[src/ukpg_pkg.sv]
package ukpg_pkg;

    // Default sizing of the value store
    localparam int MAX_ELEMENTS_DEF = 8;
    localparam int VALUE_BITS_DEF   = 16;

    // Longest arrangement the position field can express
    localparam int MAX_PICK = 8;

    // Field widths of the channels
    localparam int CFG_BITS  = 4;
    localparam int SLOT_BITS = 3;
    localparam int POS_BITS  = 3;
    localparam int IO_BITS   = 16;

    typedef enum logic {
        OP_LOAD = 1'b0,
        OP_NEXT = 1'b1
    } t_op;

    typedef enum logic {
        REG_ELEMENT_COUNT = 1'b0,
        REG_PICK_LENGTH   = 1'b1
    } t_reg;

    typedef enum logic [1:0] {
        PH_NEEDS_SORT,
        PH_RUNNING,
        PH_DONE
    } t_phase;

    typedef enum logic [2:0] {
        ST_IDLE,
        ST_SORT,
        ST_RESUME,
        ST_SCAN,
        ST_EMIT,
        ST_EXHAUST
    } t_state;

    typedef struct packed {
        t_op                         operation;
        logic [SLOT_BITS-1:0]        slot;
        logic signed [IO_BITS-1:0]   load_value;
    } t_in;

    typedef struct packed {
        logic signed [IO_BITS-1:0]   element_value;
        logic [POS_BITS-1:0]         position;
        logic                        last_element;
        logic                        exhausted;
    } t_out;

    // Controller to datapath
    typedef struct packed {
        logic load;
        logic sort_init;
        logic sort_step;
        logic fresh;
        logic resume;
        logic skip;
        logic take;
        logic descend;
        logic back;
        logic emit;
        logic exhaust;
    } t_cmd;

    // Datapath to controller
    typedef struct packed {
        logic cfg_hit;
        logic slot_hit;
        logic sort_last;
        logic len_bad;
        logic scan_end;
        logic scan_hit;
        logic lvl_last;
        logic lvl_zero;
        logic pos_last;
        logic out_free;
    } t_status;

endpackage

[src/ukpg_datapath.sv]
module ukpg_datapath
    import ukpg_pkg::*;
#(
    parameter int MAX_ELEMENTS = MAX_ELEMENTS_DEF,
    parameter int VALUE_BITS   = VALUE_BITS_DEF
) (
    input  logic                i_clk,
    input  logic                i_rst_n,
    input  t_in                 i_in_data,
    input  logic                i_cfg_we,
    input  t_reg                i_cfg_index,
    input  logic [CFG_BITS-1:0] i_cfg_data,
    input  t_cmd                i_cmd,
    output t_status             o_status,
    input  logic                i_out_stall,
    output logic                o_out_valid,
    output t_out                o_out_data
);

    localparam int IW = $clog2(MAX_ELEMENTS);
    localparam int CW = $clog2(MAX_ELEMENTS + 1);

    logic signed [VALUE_BITS-1:0] r_val [MAX_ELEMENTS];
    logic signed [VALUE_BITS-1:0] w_sorted [MAX_ELEMENTS];
    logic [IW-1:0]                r_stack [MAX_ELEMENTS];
    logic [MAX_ELEMENTS-1:0]      r_used;
    logic [MAX_ELEMENTS-1:0]      w_eq;
    logic [IW-1:0]                r_lvl;
    logic [IW-1:0]                r_pass;
    logic [CW-1:0]                r_i;
    logic                         r_in_run;
    logic [POS_BITS-1:0]          r_pos;
    logic [CFG_BITS-1:0]          r_cnt;
    logic [CFG_BITS-1:0]          r_len;
    logic                         r_out_valid;
    t_out                         r_out;

    logic [CW-1:0] w_n;
    logic [IW-1:0] w_i_idx;
    logic [IW-1:0] w_rd_idx;
    logic [IW-1:0] w_slot;
    logic [IW-1:0] w_load_idx;

    // Effective count saturates at the store depth
    assign w_n        = (int'(r_cnt) > MAX_ELEMENTS) ? CW'(MAX_ELEMENTS) : CW'(r_cnt);
    assign w_i_idx    = IW'(r_i);
    assign w_rd_idx   = i_cmd.emit ? IW'(r_pos) : r_lvl;
    assign w_slot     = r_stack[w_rd_idx];
    assign w_load_idx = IW'(i_in_data.slot);

    // Neighbor equality of the sorted values
    always_comb begin
        w_eq = '0;
        for (int j = 0; j < MAX_ELEMENTS - 1; j++) begin
            w_eq[j] = (r_val[j] == r_val[j + 1]);
        end
    end

    // One odd-even transposition pass over the active slots
    always_comb begin
        for (int j = 0; j < MAX_ELEMENTS; j++) begin
            w_sorted[j] = r_val[j];
        end
        for (int j = 0; j < MAX_ELEMENTS - 1; j++) begin
            if ((j % 2) == int'(r_pass[0]) && (j + 1) < int'(w_n)
                    && r_val[j] > r_val[j + 1]) begin
                w_sorted[j]     = r_val[j + 1];
                w_sorted[j + 1] = r_val[j];
            end
        end
    end

    always_comb begin
        o_status.cfg_hit   = i_cfg_we;
        o_status.slot_hit  = (int'(i_in_data.slot) < MAX_ELEMENTS);
        o_status.sort_last = (r_pass == IW'(MAX_ELEMENTS - 1));
        o_status.len_bad   = (w_n == '0) || (r_len == '0) || (int'(r_len) > int'(w_n))
                             || (int'(r_len) > MAX_PICK);
        o_status.scan_end  = (r_i >= w_n);
        o_status.scan_hit  = !r_used[w_i_idx] && !r_in_run;
        o_status.lvl_last  = (int'(r_lvl) + 1 == int'(r_len));
        o_status.lvl_zero  = (r_lvl == '0);
        o_status.pos_last  = (int'(r_pos) + 1 == int'(r_len));
        o_status.out_free  = !r_out_valid || !i_out_stall;
    end

    // Value store: written by loads and by the sort
    always_ff @(posedge i_clk) begin
        if (i_cmd.load && o_status.slot_hit) begin
            r_val[w_load_idx] <= VALUE_BITS'(i_in_data.load_value);
        end else if (i_cmd.sort_step) begin
            r_val <= w_sorted;
        end
    end

    // Configuration registers
    always_ff @(posedge i_clk) begin
        if (!i_rst_n) begin
            r_cnt <= CFG_BITS'(MAX_PICK);
            r_len <= CFG_BITS'(MAX_PICK);
        end else if (i_cfg_we) begin
            unique case (i_cfg_index)
                REG_ELEMENT_COUNT: r_cnt <= i_cfg_data;
                REG_PICK_LENGTH:   r_len <= i_cfg_data;
                default: ;
            endcase
        end
    end

    // Search state
    always_ff @(posedge i_clk) begin
        if (!i_rst_n) begin
            r_used   <= '0;
            r_lvl    <= '0;
            r_pass   <= '0;
            r_i      <= '0;
            r_in_run <= 1'b0;
            r_pos    <= '0;
            for (int j = 0; j < MAX_ELEMENTS; j++) begin
                r_stack[j] <= '0;
            end
        end else begin
            if (i_cmd.sort_init) begin
                r_used <= '0;
                r_lvl  <= '0;
                r_pass <= '0;
            end
            if (i_cmd.sort_step) begin
                r_pass <= r_pass + IW'(1);
            end
            if (i_cmd.fresh) begin
                r_i      <= '0;
                r_in_run <= 1'b0;
            end
            if (i_cmd.resume) begin
                r_used[w_slot] <= 1'b0;
                r_i            <= CW'(w_slot) + CW'(1);
                r_in_run       <= w_eq[w_slot];
            end
            if (i_cmd.skip) begin
                r_i      <= r_i + CW'(1);
                r_in_run <= r_in_run & w_eq[w_i_idx];
            end
            if (i_cmd.take) begin
                r_stack[r_lvl]  <= w_i_idx;
                r_used[w_i_idx] <= 1'b1;
            end
            if (i_cmd.descend) begin
                r_lvl    <= r_lvl + IW'(1);
                r_i      <= '0;
                r_in_run <= 1'b0;
            end
            if (i_cmd.back) begin
                r_lvl <= r_lvl - IW'(1);
            end
            if (i_cmd.emit) begin
                r_pos <= o_status.pos_last ? '0 : r_pos + POS_BITS'(1);
            end
        end
    end

    // Output register
    always_ff @(posedge i_clk) begin
        if (!i_rst_n) begin
            r_out_valid <= 1'b0;
        end else if (i_cmd.emit || i_cmd.exhaust) begin
            r_out_valid <= 1'b1;
        end else if (!i_out_stall) begin
            r_out_valid <= 1'b0;
        end
    end

    always_ff @(posedge i_clk) begin
        if (i_cmd.emit) begin
            r_out.element_value <= IO_BITS'(r_val[w_slot]);
            r_out.position      <= r_pos;
            r_out.last_element  <= o_status.pos_last;
            r_out.exhausted     <= 1'b0;
        end else if (i_cmd.exhaust) begin
            r_out.element_value <= '0;
            r_out.position      <= '0;
            r_out.last_element  <= 1'b0;
            r_out.exhausted     <= 1'b1;
        end
    end

    assign o_out_valid = r_out_valid;
    assign o_out_data  = r_out;

endmodule

[src/ukpg_ctrl.sv]
module ukpg_ctrl
    import ukpg_pkg::*;
(
    input  logic    i_clk,
    input  logic    i_rst_n,
    input  logic    i_in_valid,
    input  t_op     i_op,
    output logic    o_in_stall,
    input  t_status i_status,
    output t_cmd    o_cmd
);

    t_state r_state, n_state;
    t_phase r_phase, n_phase;
    logic   w_accept;

    assign w_accept = i_in_valid && (r_state == ST_IDLE);

    always_ff @(posedge i_clk) begin
        if (!i_rst_n) begin
            r_state <= ST_IDLE;
            r_phase <= PH_NEEDS_SORT;
        end else begin
            r_state <= n_state;
            r_phase <= n_phase;
        end
    end

    // Next state and enumeration phase
    always_comb begin
        n_state = r_state;
        n_phase = r_phase;
        unique case (r_state)
            ST_IDLE: begin
                if (w_accept) begin
                    if (i_op == OP_LOAD) begin
                        if (i_status.slot_hit) begin
                            n_phase = PH_NEEDS_SORT;
                        end
                    end else begin
                        unique case (r_phase)
                            PH_NEEDS_SORT: n_state = ST_SORT;
                            PH_RUNNING:    n_state = ST_RESUME;
                            default:       n_state = ST_EXHAUST;
                        endcase
                    end
                end
            end
            ST_SORT: begin
                if (i_status.sort_last) begin
                    n_state = i_status.len_bad ? ST_EXHAUST : ST_SCAN;
                end
            end
            ST_RESUME: n_state = ST_SCAN;
            ST_SCAN: begin
                if (i_status.scan_end) begin
                    n_state = i_status.lvl_zero ? ST_EXHAUST : ST_RESUME;
                end else if (i_status.scan_hit && i_status.lvl_last) begin
                    n_state = ST_EMIT;
                    n_phase = PH_RUNNING;
                end
            end
            ST_EMIT: begin
                if (i_status.out_free && i_status.pos_last) begin
                    n_state = ST_IDLE;
                end
            end
            ST_EXHAUST: begin
                if (i_status.out_free) begin
                    n_state = ST_IDLE;
                    n_phase = PH_DONE;
                end
            end
            default: n_state = ST_IDLE;
        endcase
        if (i_status.cfg_hit) begin
            n_phase = PH_NEEDS_SORT;
        end
    end

    // Commands
    always_comb begin
        o_cmd      = '0;
        o_in_stall = (r_state != ST_IDLE);
        unique case (r_state)
            ST_IDLE: begin
                if (w_accept) begin
                    if (i_op == OP_LOAD) begin
                        o_cmd.load = 1'b1;
                    end else if (r_phase == PH_NEEDS_SORT) begin
                        o_cmd.sort_init = 1'b1;
                    end
                end
            end
            ST_SORT: begin
                o_cmd.sort_step = 1'b1;
                o_cmd.fresh     = i_status.sort_last && !i_status.len_bad;
            end
            ST_RESUME: o_cmd.resume = 1'b1;
            ST_SCAN: begin
                if (i_status.scan_end) begin
                    o_cmd.back = !i_status.lvl_zero;
                end else if (i_status.scan_hit) begin
                    o_cmd.take    = 1'b1;
                    o_cmd.descend = !i_status.lvl_last;
                end else begin
                    o_cmd.skip = 1'b1;
                end
            end
            ST_EMIT:    o_cmd.emit    = i_status.out_free;
            ST_EXHAUST: o_cmd.exhaust = i_status.out_free;
            default: ;
        endcase
    end

endmodule

[src/unique_k_permutation_generator.sv]
// Distinct k-length arrangements of a small loaded multiset.
//
// Request channel (i_in_valid / o_in_stall / i_in_data): a load request
// writes one signed value into a slot and restarts the enumeration; a next
// request produces the next distinct arrangement. Result channel
// (o_out_valid / i_out_stall / o_out_data): one result per element, in
// position order, with last_element set on the final one. When nothing is
// left a single result with exhausted set and zero value fields is given.
// Configuration port (i_cfg_we / i_cfg_index / i_cfg_data): element_count
// and pick_length; a write restarts the enumeration. Write only while idle.
//
// A load is written into the store as it is accepted. A next request runs
// the search in a single-step scan unit, one slot tested per cycle: the
// first request after a restart sorts the store by odd-even transposition,
// then slot tests, backtracks and resumes follow, and the k results leave
// one per cycle through the output register unless the result side stalls.
// One request is taken at a time, the next once the last result is
// registered. Reset restores both registers to 8, clears the search and
// leaves the store unwritten. A stall on the result side holds the output
// register and freezes the emit sequence until the result is taken.
module unique_k_permutation_generator
    import ukpg_pkg::*;
#(
    parameter int MAX_ELEMENTS = MAX_ELEMENTS_DEF,
    parameter int VALUE_BITS   = VALUE_BITS_DEF
) (
    input  logic                i_clk,
    input  logic                i_rst_n,
    input  logic                i_in_valid,
    output logic                o_in_stall,
    input  t_in                 i_in_data,
    output logic                o_out_valid,
    input  logic                i_out_stall,
    output t_out                o_out_data,
    input  logic                i_cfg_we,
    input  t_reg                i_cfg_index,
    input  logic [CFG_BITS-1:0] i_cfg_data
);

    // Command and status between sequencer and datapath
    t_cmd    w_cmd;
    t_status w_status;

    // Sequencer: decode requests, step sort/scan/emit, track enumeration phase
    ukpg_ctrl u_ctrl (
        .i_clk      (i_clk),
        .i_rst_n    (i_rst_n),
        .i_in_valid (i_in_valid),
        .i_op       (i_in_data.operation),
        .o_in_stall (o_in_stall),
        .i_status   (w_status),
        .o_cmd      (w_cmd)
    );

    // Datapath: value store, sorter, slot stack, scan unit, output register
    ukpg_datapath #(
        .MAX_ELEMENTS (MAX_ELEMENTS),
        .VALUE_BITS   (VALUE_BITS)
    ) u_datapath (
        .i_clk       (i_clk),
        .i_rst_n     (i_rst_n),
        .i_in_data   (i_in_data),
        .i_cfg_we    (i_cfg_we),
        .i_cfg_index (i_cfg_index),
        .i_cfg_data  (i_cfg_data),
        .i_cmd       (w_cmd),
        .o_status    (w_status),
        .i_out_stall (i_out_stall),
        .o_out_valid (o_out_valid),
        .o_out_data  (o_out_data)
    );

endmodule
[config.mk]
export PLATFORM = sky130hd
export DESIGN_NAME = unique_k_permutation_generator
export DESIGN_NICKNAME = d
export VERILOG_FILES = /design/src/ukpg_pkg.sv /design/src/ukpg_datapath.sv /design/src/ukpg_ctrl.sv /design/src/unique_k_permutation_generator.sv
export SDC_FILE = /design/constraint.sdc
export NUM_CORES = 1
export LEC_CHECK = 0
export BUFFER_PORTS_ARGS = -buffer_cell sky130_fd_sc_hd__buf_2
export CAP_MARGIN = 10
export CORE_MARGIN = 2
export CORE_UTILIZATION = 25
export CTS_CLUSTER_SIZE = 28
export DETAILED_ROUTE_END_ITERATION = 10
export HOLD_SLACK_MARGIN = 0.12
export PLACE_DENSITY_LB_ADDON = 0.1
export SLEW_MARGIN = 40
export SYNTH_ARGS = -nofsm -noshare
export SYNTH_HDL_FRONTEND = slang
export SYNTH_SLANG_ARGS = --single-unit
[constraint.sdc]
create_clock -name i_clk -period 4.1 [get_ports i_clk]
set_input_delay 0.41 -clock i_clk [delete_from_list [all_inputs] [get_ports i_clk]]
set_output_delay 0.41 -clock i_clk [all_outputs]
set_load 0.03 [all_outputs]
Word-level counts from Yosys, hierarchy flattened
Memories as Yosys holds them, arrays and structs flattened.
Index checks and enable logic that the tools add are counted.
{"block": "totals", "ff_bits": 185, "ramBits": 24, "in_bits": 30, "output_inout_bits": 23, "wordCells": 246, "mem_count": 1}
{"block": "op_classes", "add_sub_neg": 8, "magnitude_cmp": 25, "n_eq_ne": 26, "muxes": 85, "n_bitwise": 9, "reduce_logical": 69}
{"name": "u_datapath.r_stack", "depth": 8, "width": 3, "read_ports": 1, "rd_clocked_by_memory_dff": 0, "write_ports": 8, "line_no": "ukpg_datapath.sv:25", "text": "logic [IW-1:0] r_stack [MAX_ELEMENTS];"}
{"operator": "two-way mux 128 bit", "count": 2}
{"operator": "two-way mux 32 bit", "count": 7}
{"operator": "bitwise mux 128 bit", "count": 1}
{"operator": "== test 16 bit", "count": 7}
{"operator": "greater-than comparator 16 bit", "count": 7}
{"operator": "== test 32 x 5 -> 1 bit", "count": 2}
{"operator": "two-way mux 3 bit", "count": 18}
{"operator": "binary-select mux 16 bit (select 3 bit)", "count": 1}
{"operator": "demux 16 bit (select 3 bit)", "count": 1}
{"operator": "two-way mux 16 bit", "count": 3}
{"operator": "two-way mux 21 bit", "count": 2}
{"operator": "two-way mux 8 bit", "count": 5}
{"operator": "nonzero test 3 bit", "count": 10}
{"operator": "two-way mux 1 bit", "count": 23}
{"operator": "logical AND 1 bit", "count": 22}
{"operator": "two-way mux 4 bit", "count": 5}
{"operator": "AND reduction 2 bit", "count": 10}
{"operator": "two-way mux 2 bit", "count": 9}
{"operator": "one-hot mux 3 bit (6 select lines)", "count": 1}
{"operator": "< comparator 3 x 4 -> 1 bit (first input constant)", "count": 4}
{"operator": "adder 3 x 1 -> 4 bit (second input constant)", "count": 3}
{"operator": "inequality test 2 x 1 -> 1 bit (second input constant)", "count": 6}
{"operator": "AND reduction 6 bit", "count": 2}
{"operator": "nonzero test 2 bit", "count": 5}
{"operator": "other kinds (35)", "count": 66}

Longest topological paths before layout
Gate-level depths: netlist of run 1.
An unclocked memory read counts as a cell.
{"block": "depth", "depth_word": 15, "ltp_mapped": 15, "ltp_nobuf": 12}

Cells and area by module
From an unflattened synthesis of run 1, not the netlist that was laid out.
{"block": "hier_totals", "hier_cells": 1535, "hier_area_um2": 14755.4}
{"module": "ukpg_datapath", "instances": 1, "cells_each": 1478, "area_each_um2": 14279.9, "seq_area_each_um2": 5805.6}
{"module": "ukpg_ctrl", "instances": 1, "cells_each": 57, "area_each_um2": 475.5, "seq_area_each_um2": 100.1}

Least setup slack after synthesis of run 1
No wires, ideal clock.
{"block": "synth_timing", "path_type": "register -> register", "from": "register u_datapath.r_val[105] (netlist bit)", "to": "register u_datapath.r_val[100] (netlist bit) (enable)", "setup_ns": 0.399, "t_arrival_ns": 2.918, "required_time_ns": 3.701, "path_slack_ns": 0.783, "path_stages_with_launch": 12, "path_buffers": 2, "path_cell_list": "edfxtp_1 -> ha_1 -> a21o_1 -> a21o_1 -> a21o_1 -> a21o_1 -> a21o_1 -> a221oi_1 -> a2111o_1 -> buf_2 -> buf_4 -> a31oi_1"}
{"block": "synth_via", "elab_chain_cells": 4, "word_cells_on_any_way": 6}
{"item": "from (decl)", "line_no": "ukpg_datapath.sv:23", "text": "logic signed [VALUE_BITS-1:0] r_val [MAX_ELEMENTS];"}
{"item": "from (signal, indexed assignment)", "line_no": "ukpg_datapath.sv:90", "text": "r_val[w_load_idx] <= VALUE_BITS'(i_in_data.load_value);"}
{"item": "from (signal assigned)", "line_no": "ukpg_datapath.sv:92", "text": "r_val <= w_sorted;"}
{"item": "greater-than comparator 16 bit", "line_no": "ukpg_datapath.sv:66", "text": "&& r_val[j] > r_val[j + 1]) begin"}
{"item": "logical AND 1 bit", "line_no": "ukpg_datapath.sv:66"}
{"item": "nonzero test 3 bit (no source line) *"}
{"item": "AND reduction 2 bit (no source line) *"}
Every way passes the cells marked *; elsewhere a longest branch is shown, timed or not.
A chain may end at the register's enable or synchronous reset.

Worst setup path in the final report of run 1
{"block": "layout_timing", "from": "register u_datapath.r_val[89] (netlist bit)", "to": "register u_datapath.r_val[107] (netlist bit) (data pin)"}
{"block": "layout_via", "elab_chain_cells": 5}
{"item": "greater-than comparator 16 bit", "line_no": "ukpg_datapath.sv:66"}
{"item": "logical AND 1 bit", "line_no": "ukpg_datapath.sv:66"}
{"item": "two-way mux 32 bit", "line_no": "ukpg_datapath.sv:65", "text": "if ((j % 2) == int'(r_pass[0]) && (j + 1) < int'(w_n)"}
{"item": "two-way mux 128 bit", "line_no": "ukpg_datapath.sv:91", "text": "end else if (i_cmd.sort_step) begin"}
{"item": "two-way mux 128 bit", "line_no": "ukpg_datapath.sv:89", "text": "if (i_cmd.load && o_status.slot_hit) begin"}
Every way passes these cells. The select of a mux whose other input is x is not followed.

==> summary by stage, run 1 <==
Clock tree
CTS built an H-tree with a depth of 1. The clock tree buffer depth is 3. The number of clock buffers added by TritonCTS is 30. Post-CTS timing repair inserted 0 buffers for setup.

Clock latency on the worst-skew pair, taken at its later pin, is 0.58 ns. The register clock-pin slew on the reported worst setup and hold paths is approximately 0.060 ns. The clock tree from TritonCTS is done.

The master cell of the clock root buffer is sky130_fd_sc_hd__clkbuf_16. CTS saw around 210 sinks.

Status
The run finished with clean final reports.

Placement
The count of buffers inserted at the top-level ports is 52. Summing all placed instances gives a cell area of 15900 um^2. After detailed placement, the design holds a cell count of between 2000 and 2500.

The final estimated routing congestion in global placement is slightly above 0.8. The estimated wirelength of the detail-placed design is a little over 40 mm.

Worst setup path
The critical path's top delay family is compound AO/OA/AOI/OAI gates. The kind of start point of the critical path is a flip-flop. Among the stages of the critical path, the cell type that occurs most often is sky130_fd_sc_hd__a21o_1. Of all nets on the critical path, the largest fanout is 12.

The slowest cell on the critical path is sky130_fd_sc_hd__a2111o_1. Walking the worst path, the cells encountered are inv_1 -> ha_1 -> a21o_1 -> a21o_1 -> a21o_1 -> a21o_1 -> a21o_1 -> a221oi_1 -> a2111o_1 -> buf_4 -> mux2i_1 -> o21ai_1. The element type at the critical path end is a flip-flop. STA puts the critical path data required time at approximately 4.4 ns. The biggest cell delay along the critical path is ~0.46 ns. The setup path with the least slack is of type flip-flop to flip-flop. The number of buffers and inverters on the critical path is 2. For the worst setup path, the data arrival time is about 4 ns.

Route
For this block, the initial DRC count from the detailed router was 936. For this block, the via count after detailed routing is 11900. Once detail routing completed, the nets flagged for antenna violations numbered 0. The detailed-route wire length is approximately 54 mm. In the routed layout, each cell is associated on average with a via count of 5.09. The number of search-and-repair iterations in the first detailed-routing pass is 5. In the final routed layout, each cell accounts on average for 23.0 um. The total DRC errors in the routed layout is 0.

Job
Max-cap violations in this run came to 0.

STA
Based on the critical path, the design can be clocked at up to 280 MHz. The transition at the pin with the smallest max-transition slack is between 0.8 and 0.9 ns. The clock arrives with 0.0101 ns of skew. The relative max-transition margin is 0.464. The number of hold violations in the final report was 0.

Adding up every negative setup slack in the final design gives 0 ns. The final setup violation count is 0. The max-slew violation count is 0.

The final-layout worst hold slack is between 0.15 and 0.2 ns. Setup repair after global routing left no endpoint under its margin. Of the available clock period, the critical path in the final layout requires 0.872. The worst path in the final design needs a cycle of roughly 3.6 ns, including I/O delays and setup.

Finish
The number of nets in the layout is 1708. The fraction of layout cells with a size suffix above 1 is 0.121. The synthesis-to-finish area growth is 16.9%. The repair_antennas step left the layout with diodes totalling 0. The final instance count without filler cells is roughly 2300. The finished cells cover 16900 um^2. The number of inserted filler cells in the final layout is about 6000.

Synth
Synthesis instantiated 77 different standard cells from the library. The average instance in the mapped netlist occupies between 9 and 10 um^2. For this run, the leading register cell type out of synthesis is sky130_fd_sc_hd__edfxtp_1. Counting flops with an async set or reset pin after synthesis yields a share of 0. The share of the yosys chip area belonging to registers is 0.408. The cell area that synthesis handed to floorplanning was roughly 14000 um^2.

The share of synthesized area in the top cell type comes to 0.357. Synthesis produced between 1000 and 1500 cells. The number of flops mapped to enable cells by yosys is 172. The warning count from the yosys run is 0. The net count after synthesis is 1645. By area the synthesized netlist is led by sky130_fd_sc_hd__edfxtp_1, sky130_fd_sc_hd__ha_1, sky130_fd_sc_hd__mux2i_1. The library cell occupying the most area in the post-synthesis netlist is sky130_fd_sc_hd__edfxtp_1. The register bit total from synthesis is roughly 210.

Global routing
The global-route wire length before repair is slightly above 80 mm. The global routing stage identified its most utilized layer as met2. Entering global routing, the biggest net connects between 40 and 50 pins. The met3 usage in global routing is 0.0209. The leftover overflow at the end of global routing is 0. The number of global-route vias before repair is between 10000 and 15000. For this run, the total global-route usage over all layers was measured as 0.179.

The fraction of met2 tracks used by global routing is 0.292. The initial antenna violation count is 1. The global routing met1 resource utilization is 0.249.

Floorplanning
The area enclosed by the die boundary is 59900 um^2. Row generation in the floorplan step produced 88 rows. The width of the die is 245 um. The die is 245 um tall. The initial utilization of the core area, before any placement, comes to 0.252. The area of the core is ~57000 um^2. 53 I/O pins were placed.

Min path
The path type of the worst min-delay path is input pin to flip-flop.

Power and ir drop
The leakage component of the power is slightly above 7 nW. The power share of the clock group is 0.261. Across the VDD grid, the largest voltage drop is between 0.0003 and 0.0004 V. The share of total power in sequential cells is 0.355.

The power share of the combinational group is 0.385. The net switching power is 0.00390 W. For this design the ratio of total power to cell area is between 500 and 600 nW/um^2. The switching part of the total is 0.387.

The internal power of the cells is 0.00617 W.
==> synthesized netlist by cell type (4+ instances only) <==
library cell and count:
sky130_fd_sc_hd__nand4_1 30, sky130_fd_sc_hd__nor4_1 9, sky130_fd_sc_hd__clkbuf_1 55, sky130_fd_sc_hd__a221oi_1 4, sky130_fd_sc_hd__nand2b_1 17, sky130_fd_sc_hd__a21oi_1 51
sky130_fd_sc_hd__or2_2 4, sky130_fd_sc_hd__o21ai_0 44, sky130_fd_sc_hd__nor3_1 17, sky130_fd_sc_hd__nand3b_1 5, sky130_fd_sc_hd__nand2_1 99, sky130_fd_sc_hd__o211ai_1 40
sky130_fd_sc_hd__buf_1 6, sky130_fd_sc_hd__ha_1 127, sky130_fd_sc_hd__o21ai_1 17, sky130_fd_sc_hd__a21o_1 42, sky130_fd_sc_hd__a21boi_1 8, sky130_fd_sc_hd__a21boi_0 10
sky130_fd_sc_hd__nor2_1 131, sky130_fd_sc_hd__dfxtp_1 37, sky130_fd_sc_hd__inv_1 134, sky130_fd_sc_hd__a211oi_1 6, sky130_fd_sc_hd__a32o_1 32, sky130_fd_sc_hd__o22ai_1 19
sky130_fd_sc_hd__and2_1 29, sky130_fd_sc_hd__buf_4 5, sky130_fd_sc_hd__and3_1 6, sky130_fd_sc_hd__buf_2 19, sky130_fd_sc_hd__nand3_1 41, sky130_fd_sc_hd__a31oi_1 7
sky130_fd_sc_hd__a221o_1 79, sky130_fd_sc_hd__xnor2_1 8, sky130_fd_sc_hd__nor2b_1 26, sky130_fd_sc_hd__mux2i_1 82, sky130_fd_sc_hd__edfxtp_1 172, sky130_fd_sc_hd__o21a_1 9
==> worst register-to-register path: cells and delay by family, from the launching register on <==
kind	cells	cell delay, ns
AOI/OAI and AO/OA	8	1.84
buffers and inverters	2	0.46
DFF	1	0.40
adders and majority gates	1	0.32
muxes	1	0.32
==> final cells by class <==
| type | instances | area [um^2] | area share |
|---|---|---|---|
| timing repair buffer | 119 | 836 | 0.0494 |
| inverter | 137 | 514 | 0.0304 |
| multi-input combinational | 1054 | 7730 | 0.457 |
| tap | 765 | 957 | 0.0566 |
| clock buffer | 45 | 880 | 0.0520 |
| sequential | 209 | 5910 | 0.349 |
| clock inverter | 11 | 100 | 0.00591 |
==> cell families after synthesis <==
family / synth area share
AOI/OAI and AO/OA: 0.206
xor gates and xnor gates: 0.00665
adders and majority gates: 0.110
buffers and inverters: 0.0628
DFF: 0.408
muxes: 0.0590
and+or+nand+nor: 0.148
==> routing by layer <==
layer,routed length [um],vias to the layer above
met5,0,-
met4,1430,0
met3,1960,65
met2,24700,249
met1,25700,5854
li1,-,5739
==> power groups by stage <==
stage	Sequential (W)	Clock (W)	Combinational (W)
after floorplan	0.00338	0	0.00258
after global placement	0.00363	0	0.00382
after detailed placement	0.00362	0	0.00384
after CTS	0.00358	0.00270	0.00388
after global routing	0.00363	0.00278	0.00433
final	0.00357	0.00262	0.00387
==> layout by cell type, fill, tap and decap left out, types with 6 or more instances in the layout <==
cell type,instances
sky130_fd_sc_hd__a211oi_1,6
sky130_fd_sc_hd__a21boi_0,10
sky130_fd_sc_hd__a21boi_1,8
sky130_fd_sc_hd__a21o_1,42
sky130_fd_sc_hd__a21oi_1,50
sky130_fd_sc_hd__a221o_1,79
sky130_fd_sc_hd__a31oi_1,6
sky130_fd_sc_hd__a32o_1,32
sky130_fd_sc_hd__and2_1,29
sky130_fd_sc_hd__and3_1,6
sky130_fd_sc_hd__buf_2,52
sky130_fd_sc_hd__buf_4,58
sky130_fd_sc_hd__clkbuf_1,10
sky130_fd_sc_hd__clkbuf_16,32
sky130_fd_sc_hd__dfxtp_1,37
sky130_fd_sc_hd__edfxtp_1,172
sky130_fd_sc_hd__ha_1,127
sky130_fd_sc_hd__inv_1,133
sky130_fd_sc_hd__mux2i_1,82
sky130_fd_sc_hd__nand2_1,98
sky130_fd_sc_hd__nand2b_1,17
sky130_fd_sc_hd__nand3_1,41
sky130_fd_sc_hd__nand4_1,30
sky130_fd_sc_hd__nor2_1,127
sky130_fd_sc_hd__nor2b_1,26
sky130_fd_sc_hd__nor3_1,17
sky130_fd_sc_hd__nor4_1,8
sky130_fd_sc_hd__o211ai_1,40
sky130_fd_sc_hd__o21a_1,9
sky130_fd_sc_hd__o21ai_0,42
sky130_fd_sc_hd__o21ai_1,19
sky130_fd_sc_hd__o22ai_1,17
sky130_fd_sc_hd__xnor2_1,8
==> flip-flops by register name (all words and copies together) (netlist names) <==
| signal | cells |
|---|---|
| u_datapath.r_stack | 24 |
| u_datapath.r_len | 4 |
| u_datapath.r_used | 8 |
| u_datapath.r_lvl | 3 |
| u_datapath.o_out_data | 21 |
| u_datapath.r_pass | 3 |
| u_datapath.r_in_run | 1 |
| u_ctrl.r_phase | 2 |
| u_datapath.r_cnt | 4 |
| u_ctrl.r_state | 3 |
| u_datapath.r_i | 4 |
| u_datapath.r_pos | 3 |
| u_datapath.o_out_valid | 1 |
| u_datapath.r_val | 128 |
==> worst paths after layout <==
| path | start | to | slack [ns] | cells past startpoint |
|---|---|---|---|---|
| hold / removal | i_cfg_index | u_datapath.r_len[1] | 0.17 | 3 |
| setup reg to reg | u_datapath.r_val[89] | u_datapath.r_val[107] | 0.53 | 12 |
| setup / recovery | u_datapath.r_val[89] | u_datapath.r_val[107] | 0.53 | 12 |
| hold reg to reg | u_datapath.r_pass[2] | u_datapath.r_pass[2] | 0.48 | 2 |
==> through the flow <==
step	setup slack, ns	util	power, W
after global routing	0.334	0.294	0.0107
after global placement	0.530	0.277	0.00745
after detailed placement	0.600	0.277	0.00746
final	0.525	0.294	0.0101
after CTS	0.557	0.294	0.0102
after floorplan	0.783	-	0.00597
==> timing repair <==
action	4_1_cts	5_1_grt
resized for setup	0	0
hold endpoints to repair	8	0
hold buffers	4	0
Power figures use the tool's default switching activity.
==> run 2: changes to the inputs <==
CTS_BUF_LIST = sky130_fd_sc_hd__clkbuf_8   (was default)
==> run 2 against run 1 <==
Critical path depth unchanged. Combinational power barely moved. Flip-flop and latch count unchanged. Cell area hardly changed. Worst setup slack improved by 0.0028 ns. First-iteration DRC count is the same. Global-route usage is 0.18 points higher. Largest cell class unchanged.
==> summary by stage, run 2 (synthesized netlist as in run 1, its figures left out) <==
Worst setup path
The worst setup path is captured at a flip-flop. The arrival time reported for the critical path endpoint is slightly below 4 ns. The number of buffer and inverter stages on the critical path is 2. Along the worst path, the maximum fanout reaches 12. The start-to-end type of the worst setup path is flip-flop to flip-flop.

The internal reg-to-reg setup slack is ~0.53 ns. Walking the worst path, the cells encountered are inv_1 -> ha_1 -> a21o_1 -> a21o_1 -> a21o_1 -> a21o_1 -> a21o_1 -> a221oi_1 -> a2111o_1 -> buf_4 -> mux2i_1 -> o21ai_1. At the worst endpoint, the required time is 4.49 ns. The critical path's top delay family is compound AO/OA/AOI/OAI gates.

The reg-to-reg startpoint is u_datapath.r_val[89]. The slowest cell on the critical path is sky130_fd_sc_hd__a2111o_1. Among the stages of the critical path, the cell type that occurs most often is sky130_fd_sc_hd__a21o_1. The launching instance or port of the critical path is u_datapath.r_val[89]. The biggest cell delay along the critical path is roughly 0.47 ns. The kind of start point of the critical path is a flip-flop.

Floorplanning
53 I/O pins were placed. In this run the horizontal extent of the chip is between 200 and 250 um. The area of the core is 57500 um^2.

The die covers 59900 um^2. The initial utilization of the core area, before any placement, comes to 0.252. The number of rows in the core area is 88. The vertical die dimension is between 200 and 250 um.

STA
The final cycle utilization of the critical path is 0.871. The max-slew violation count is 0. The number of hold violations in the final report is 0.

Setup repair after global routing left no endpoint under its margin. The relative max-transition margin is 0.449. For this run, the top clock speed supported by timing is around 280 MHz. The final setup violation count is 0.

Adding up every negative setup slack in the final design gives 0 ns. The clock period could shrink to approximately 3.6 ns. Across the routed clock network, the largest skew measured is about 0.068 ns.

Setup slack on the critical path of the routed design comes to 0.528 ns. The transition at the pin with the smallest max-transition slack is 0.825 ns.

Finish
The finished cells cover roughly 17000 um^2. The number of flip-flops in the largest register is 128. The number of inserted filler cells in the final layout is ~6000.

The number of antenna diodes in the final layout is 0. At the end of the flow, the number of nets in the layout was roughly 1700. In the final layout, the share of cells above drive strength 1 is 0.131.

In the final layout, the multi-input gates occupy about 7700 um^2. The commonest non-fill, non-tap cell in the layout is sky130_fd_sc_hd__edfxtp_1. After the flow finishes, the layout carries non-filler instances totaling around 2400. In the final layout, flip-flops and latches occupy about 5900 um^2. The register with the most flip-flops is u_datapath.r_val. The synthesis-to-finish area growth is 16.9%. The library cells used most frequently in the layout, excluding fill and tap cells, are sky130_fd_sc_hd__edfxtp_1, sky130_fd_sc_hd__inv_1, sky130_fd_sc_hd__nor2_1, sky130_fd_sc_hd__ha_1, sky130_fd_sc_hd__nand2_1.

Placement
At the placement stage, the worst setup path has a slack of between 0.5 and 0.6 ns. The cell count after placement is 2280. Routability-driven placement finished with a final weighted congestion of roughly 0.8. The estimated wirelength of the detail-placed design is between 40 and 50 mm. The count of buffers added on input and output ports is 52. After detailed placement, the total cell area comes to approximately 16000 um^2.

Global routing
The initial antenna violation count is 1. The leftover overflow at the end of global routing is 0. For this run, the total global-route usage over all layers was measured as 0.181. The number of global-route vias before repair was about 12000. Entering global routing, the biggest net connects 45 pins. The global-route wire length before repair is between 80 and 90 mm.

Route
The number of search-and-repair iterations in the first detailed-routing pass is 6. The remaining number of nets flagged by the antenna check after routing is 0. The via count is about 12000. The detailed router finished its first iteration with approximately 940 violations. The average routed wire per standard cell is 22.8 um. After detailed routing, the total wire length is about 54 mm.

In the routed layout, each cell is associated on average with a via count of around 5.1. After detailed routing, the number of remaining DRC violations is 0.

Clock tree
The master cell of the clock root buffer is sky130_fd_sc_hd__clkbuf_8. The H-tree was split into 2 levels. The register clock-pin slew on the reported worst setup and hold paths is 0.05 ns. The insertion delay to the later sink of the worst-skew pair is around 0.64 ns. Buffers inserted during clock tree synthesis total 46. TritonCTS built the clock tree.

The clock drives 209 sinks. Counting along the longest clock path gives a buffer depth of 3. The number of cells upsized or downsized after cts is 0.

Min path
The startpoint identified for the worst hold timing path is i_in_data[10]. The tightest min-delay check is of the input pin to flip-flop type.

Job
The max-cap violation count is 0.

Status
The flow ran to the end, and the final reports show no timing, DRC or antenna violations.

Power and ir drop
The leakage component of the power is 7.12 nW. For this design the ratio of total power to cell area is roughly 580 nW/um^2. After layout, the design draws a total of between 0.009 and 0.01 W. The peak supply drop is just over 0.0002 V.
==> run 2: cell types whose count changed in the layout (fill, tap and decap cells not counted), sizes merged <==
cell	delta
bufinv	+2
clkbuf	+4
clkinv	+1
dlygate4sd3	+6
inv	+18
==> run 2: path summary, 6_finish.rpt <==
| path | cells past startpoint | end |
|---|---|---|
| setup / recovery | 12 | u_datapath.r_val[107] |
| hold / removal | 3 | u_datapath.r_val[106] |
| hold reg to reg | 1 | u_datapath.o_out_data[0] |
| setup reg to reg | 12 | u_datapath.r_val[107] |
==> run 2: cell type report <==
type | instances | share of cell area
Multi-Input combinational cell | 1054 | 0.457
Sequential cell | 209 | 0.349
Tap cell | 765 | 0.0566
Timing Repair Buffer | 125 | 0.0529
Clock buffer | 49 | 0.0399
Inverter | 137 | 0.0304
Clock inverter | 32 | 0.0144
==> run 2: per-layer routing <==
| layer | part of all wire | vias up | track usage |
|---|---|---|---|
| met2 | 0.46 | 277 | 0.292 |
| met4 | 0.027 | 0 | 0.0545 |
| met1 | 0.47 | 5895 | 0.248 |
| li1 | - | 5779 | - |
| met3 | 0.041 | 75 | 0.0269 |
| met5 | 0 | - | 0 |
==> run 2: where the power goes <==
| part | switching (W) | total, W | internal (W) |
|---|---|---|---|
| clock | 0.00108 | 0.00243 | 0.00135 |
| combinational | 0.00231 | 0.00387 | 0.00156 |
| sequential | 0.000547 | 0.00357 | 0.00302 |
| total | 0.00394 | 0.00987 | 0.00593 |
==> run 2: worst register-to-register path: stages, from the launching register on <==
cell and delay, ns:
sky130_fd_sc_hd__edfxtp_1 0.40, sky130_fd_sc_hd__inv_1 0.09, sky130_fd_sc_hd__ha_1 0.32, sky130_fd_sc_hd__a21o_1 0.16, sky130_fd_sc_hd__a21o_1 0.17, sky130_fd_sc_hd__a21o_1 0.19
sky130_fd_sc_hd__a21o_1 0.18, sky130_fd_sc_hd__a21o_1 0.23, sky130_fd_sc_hd__a221oi_1 0.34, sky130_fd_sc_hd__a2111o_1 0.47, sky130_fd_sc_hd__buf_4 0.37, sky130_fd_sc_hd__mux2i_1 0.33
sky130_fd_sc_hd__o21ai_1 0.08
==> run 2: what timing repair did <==
item                                   in CTS  in global routing
endpoints found under the hold margin       8                  0
hold buffers                               10                  0
setup buffers                               0                  0
==> run 2: through the flow <==
step / util / hold WS (ns)
after floorplan: - / 0.452
after detailed placement: 0.277 / 0.474
final: 0.294 / 0.158
after global routing: 0.294 / 0.171
after global placement: 0.277 / 0.458
after CTS: 0.294 / 0.138
==> run 3: changes to the inputs <==
PLACE_DENSITY_LB_ADDON = default   (was 0.1)
==> run 3 against run 2 <==
Clock skew is 0.028 ns lower. Hold slack worse by 0.0059 ns. Critical path depth shrank 1. Cell count decreased by 1.4%. Flip-flop and latch count is the same. Clock-buffer cell count decreased by 9. Routed wire length is 12% lower. Total power down 6.5%. Maximum frequency decreased by 2.0%. Critical path type unchanged. Critical endpoint is now u_datapath.o_out_data[10]. Largest power group unchanged.
==> summary by stage, run 3 (synthesized netlist as in run 1, its figures left out) <==
Status
The flow ran to the end, and the final reports show no timing, DRC or antenna violations.

STA
On the final layout, the worst hold slack is 0.152 ns. The relative max-transition margin is 0.449. The transition at the pin with the smallest max-transition slack is 0.826 ns. The number of hold violations in the final report is 0.

The fmax is 275 MHz. Across the routed clock network, the largest skew measured is ~0.04 ns. Setup slack closes at 0.457 ns.

The max-slew violation count was 0. Dividing the final minimum period by the clock period gives 0.889. Setup violations remaining at the end of the flow were counted as 0. Setup repair after global routing left no endpoint under its margin. The post-route minimum period is approximately 3.6 ns. The final setup TNS is 0 ns.

Worst setup path
The critical path's top delay family is simple AND/OR/NAND/NOR gates. The element type at the critical path end is a flip-flop. Counting buffers and inverters, the worst setup path is 11 cells deep. The cell that appears most often on the critical path is sky130_fd_sc_hd__mux2i_1.

The maximum net fanout on the critical path is 84. The biggest cell delay along the critical path is about 0.58 ns. The cell count of the worst reg-to-reg path is 11.

Together, buffers and inverters on the worst path number 2. At the worst endpoint, the arrival time is approximately 4 ns. The start-to-end type of the worst setup path is flip-flop to flip-flop. Traced cell by cell, the critical path runs through nor3b_4 -> nand2_1 -> a21oi_1 -> buf_4 -> mux2i_1 -> o22ai_1 -> nor2_4 -> buf_12 -> mux2i_1 -> mux2i_1 -> a32o_1. STA puts the critical path data required time at 4.40 ns.

The slowest stage of the critical path belongs to the cell sky130_fd_sc_hd__dfxtp_1. The worst setup path is launched from a flip-flop.

Route
In the routed layout, each cell is associated on average with a via count of ~5.3. The via count is 12300. In this run the remaining antenna-violating nets after routing total 0. The average routed wire per standard cell is slightly above 20 um. For this run, the detailed router's first-pass iteration total came to 6. The detailed-route wire length is 47.3 mm. For this run, design rule violations remaining after detail routing come to 0. After the first detailed-routing iteration, the DRC count stood at approximately 1200.

Placement
The estimated wirelength of the detail-placed design is roughly 35 mm. Prior to clock tree synthesis, the placed netlist has a worst setup slack of 0.499 ns. The final estimated routing congestion in global placement is about 0.9. The count of buffers inserted at the top-level ports is 52.

Floorplanning
The die is between 200 and 250 um wide. The floorplan has 88 rows. The area enclosed by the die boundary is ~60000 um^2.

The initial core utilization is 0.252. The total I/O pin count is 53. The vertical die dimension is between 200 and 250 um. The region available for standard cell placement spans 57500 um^2.

Power and ir drop
Dividing total power by cell area gives a power density of 559 nW/um^2. The leakage component of the power is just under 7 nW. The peak supply drop is between 0.0002 and 0.0003 V.

Global routing
The pin count of the biggest net entering global routing is between 80 and 90. The initial antenna violation count is 1. The global-route wire length before repair is between 70 and 80 mm. The number of global-route vias before repair is 12100. The global routing usage summed across all routing layers is 0.155. For this run the aggregate overflow at the end of global routing stands at 0.

Clock tree
The clock tree from TritonCTS is done. The master cell of the clock root buffer is sky130_fd_sc_hd__clkbuf_8. The TritonCTS buffer count is 38. In this run the deepest clock path goes through 3 buffers. The H-tree was split into 2 levels. The total clock sinks is roughly 210.

After clock tree synthesis, the clock-pin slew on the worst setup and hold paths is approximately 0.060 ns. The later pin in the worst-skew pair is clocked with a latency of a little under 0.6 ns. The number of cells upsized or downsized after cts is 0.

Job
The max-cap violation count is 0.

Finish
More flip-flops sit in one register than any other, and that register is u_datapath.r_val. At the end of the flow, the number of nets in the layout was between 1500 and 2000. The commonest non-fill, non-tap cell in the layout is sky130_fd_sc_hd__edfxtp_1. The area growth from synthesis to layout is 14.0%.

Leaving out fill and tap cells, the most frequent cells in the layout are sky130_fd_sc_hd__edfxtp_1, sky130_fd_sc_hd__inv_1, sky130_fd_sc_hd__nor2_1. In the final layout, the share of cells above drive strength 1 is 0.115. The register with the most flip-flops in the layout has approximately 130 of them.

Min path
The path type of the worst min-delay path is input pin to flip-flop. The worst hold path was traced through 3 stages.
[run 3: cell count changes in the layout (fill, tap and decap cells not counted), sizes merged]
cell | previous run | this run
buf | 115 | 104
bufinv | 4 | 1
clkbuf | 49 | 40
clkinv | 11 | 6
clkinvlp | 0 | 3
diode | 0 | 1
dlygate4sd3 | 10 | 3
inv | 154 | 152
[run 3: cell type report]
type / count / area [um^2]
sequential: 209 / 5910
antenna: 1 / 2.50
clock inverter: 25 / 139
fill: 6091 / 41000
tap: 765 / 957
inverter: 137 / 514
timing repair buffer: 107 / 718
clock buffer: 40 / 551
multi-input combinational: 1054 / 7720
[run 3: worst paths after layout]
path	from	end	slack, ns
worst max-delay path	u_ctrl.r_state[2]	u_datapath.o_out_data[10]	0.46
worst min-delay path	i_cfg_data[0]	u_datapath.r_len[0]	0.15
worst max register to register	u_ctrl.r_state[2]	u_datapath.o_out_data[10]	0.46
worst min register to register	u_datapath.o_out_data[0]	u_datapath.o_out_data[0]	0.47
[run 3: worst min-delay path: cells and delay by family]
kind,cells,cell delay (ns)
simple gates,1,0.06
compound gates,1,0.08
buf+inv,1,0.11
[run 3: repair_timing]
item	CTS	global route
endpoints found under the hold margin	6	0
hold buffers	3	0
buffers inserted	0	0
[run 3: report_power, final]
part	switching [W]	internal, W	leakage (nW)
clock network	0.000965	0.000965	0.399
logic	0.00217	0.00155	4.54
registers	0.000547	0.00302	1.95
total	0.00369	0.00554	6.90
[run 3: per-layer routing]
layer / track usage / wire length, um / vias to the layer above
li1: - / - / 5712
met1: 0.202 / 20200 / 6031
met2: 0.259 / 22500 / 476
met3: 0.0215 / 2860 / 97
met4: 0.0588 / 1780 / 0
met5: 0 / 0 / -
[run 3: metrics by stage]
step / total power, W / area, um^2 / cells / utilization
floorplan: 0.00597 / 14500 / 1488 / -
global placement: 0.00713 / 15800 / 2269 / 0.274
detailed placement: 0.00723 / 15800 / 2269 / 0.275
CTS: 0.00921 / 16500 / 2337 / 0.287
global route: 0.00979 / 16500 / 2337 / 0.287
finish: 0.00922 / 16500 / 2338 / 0.287
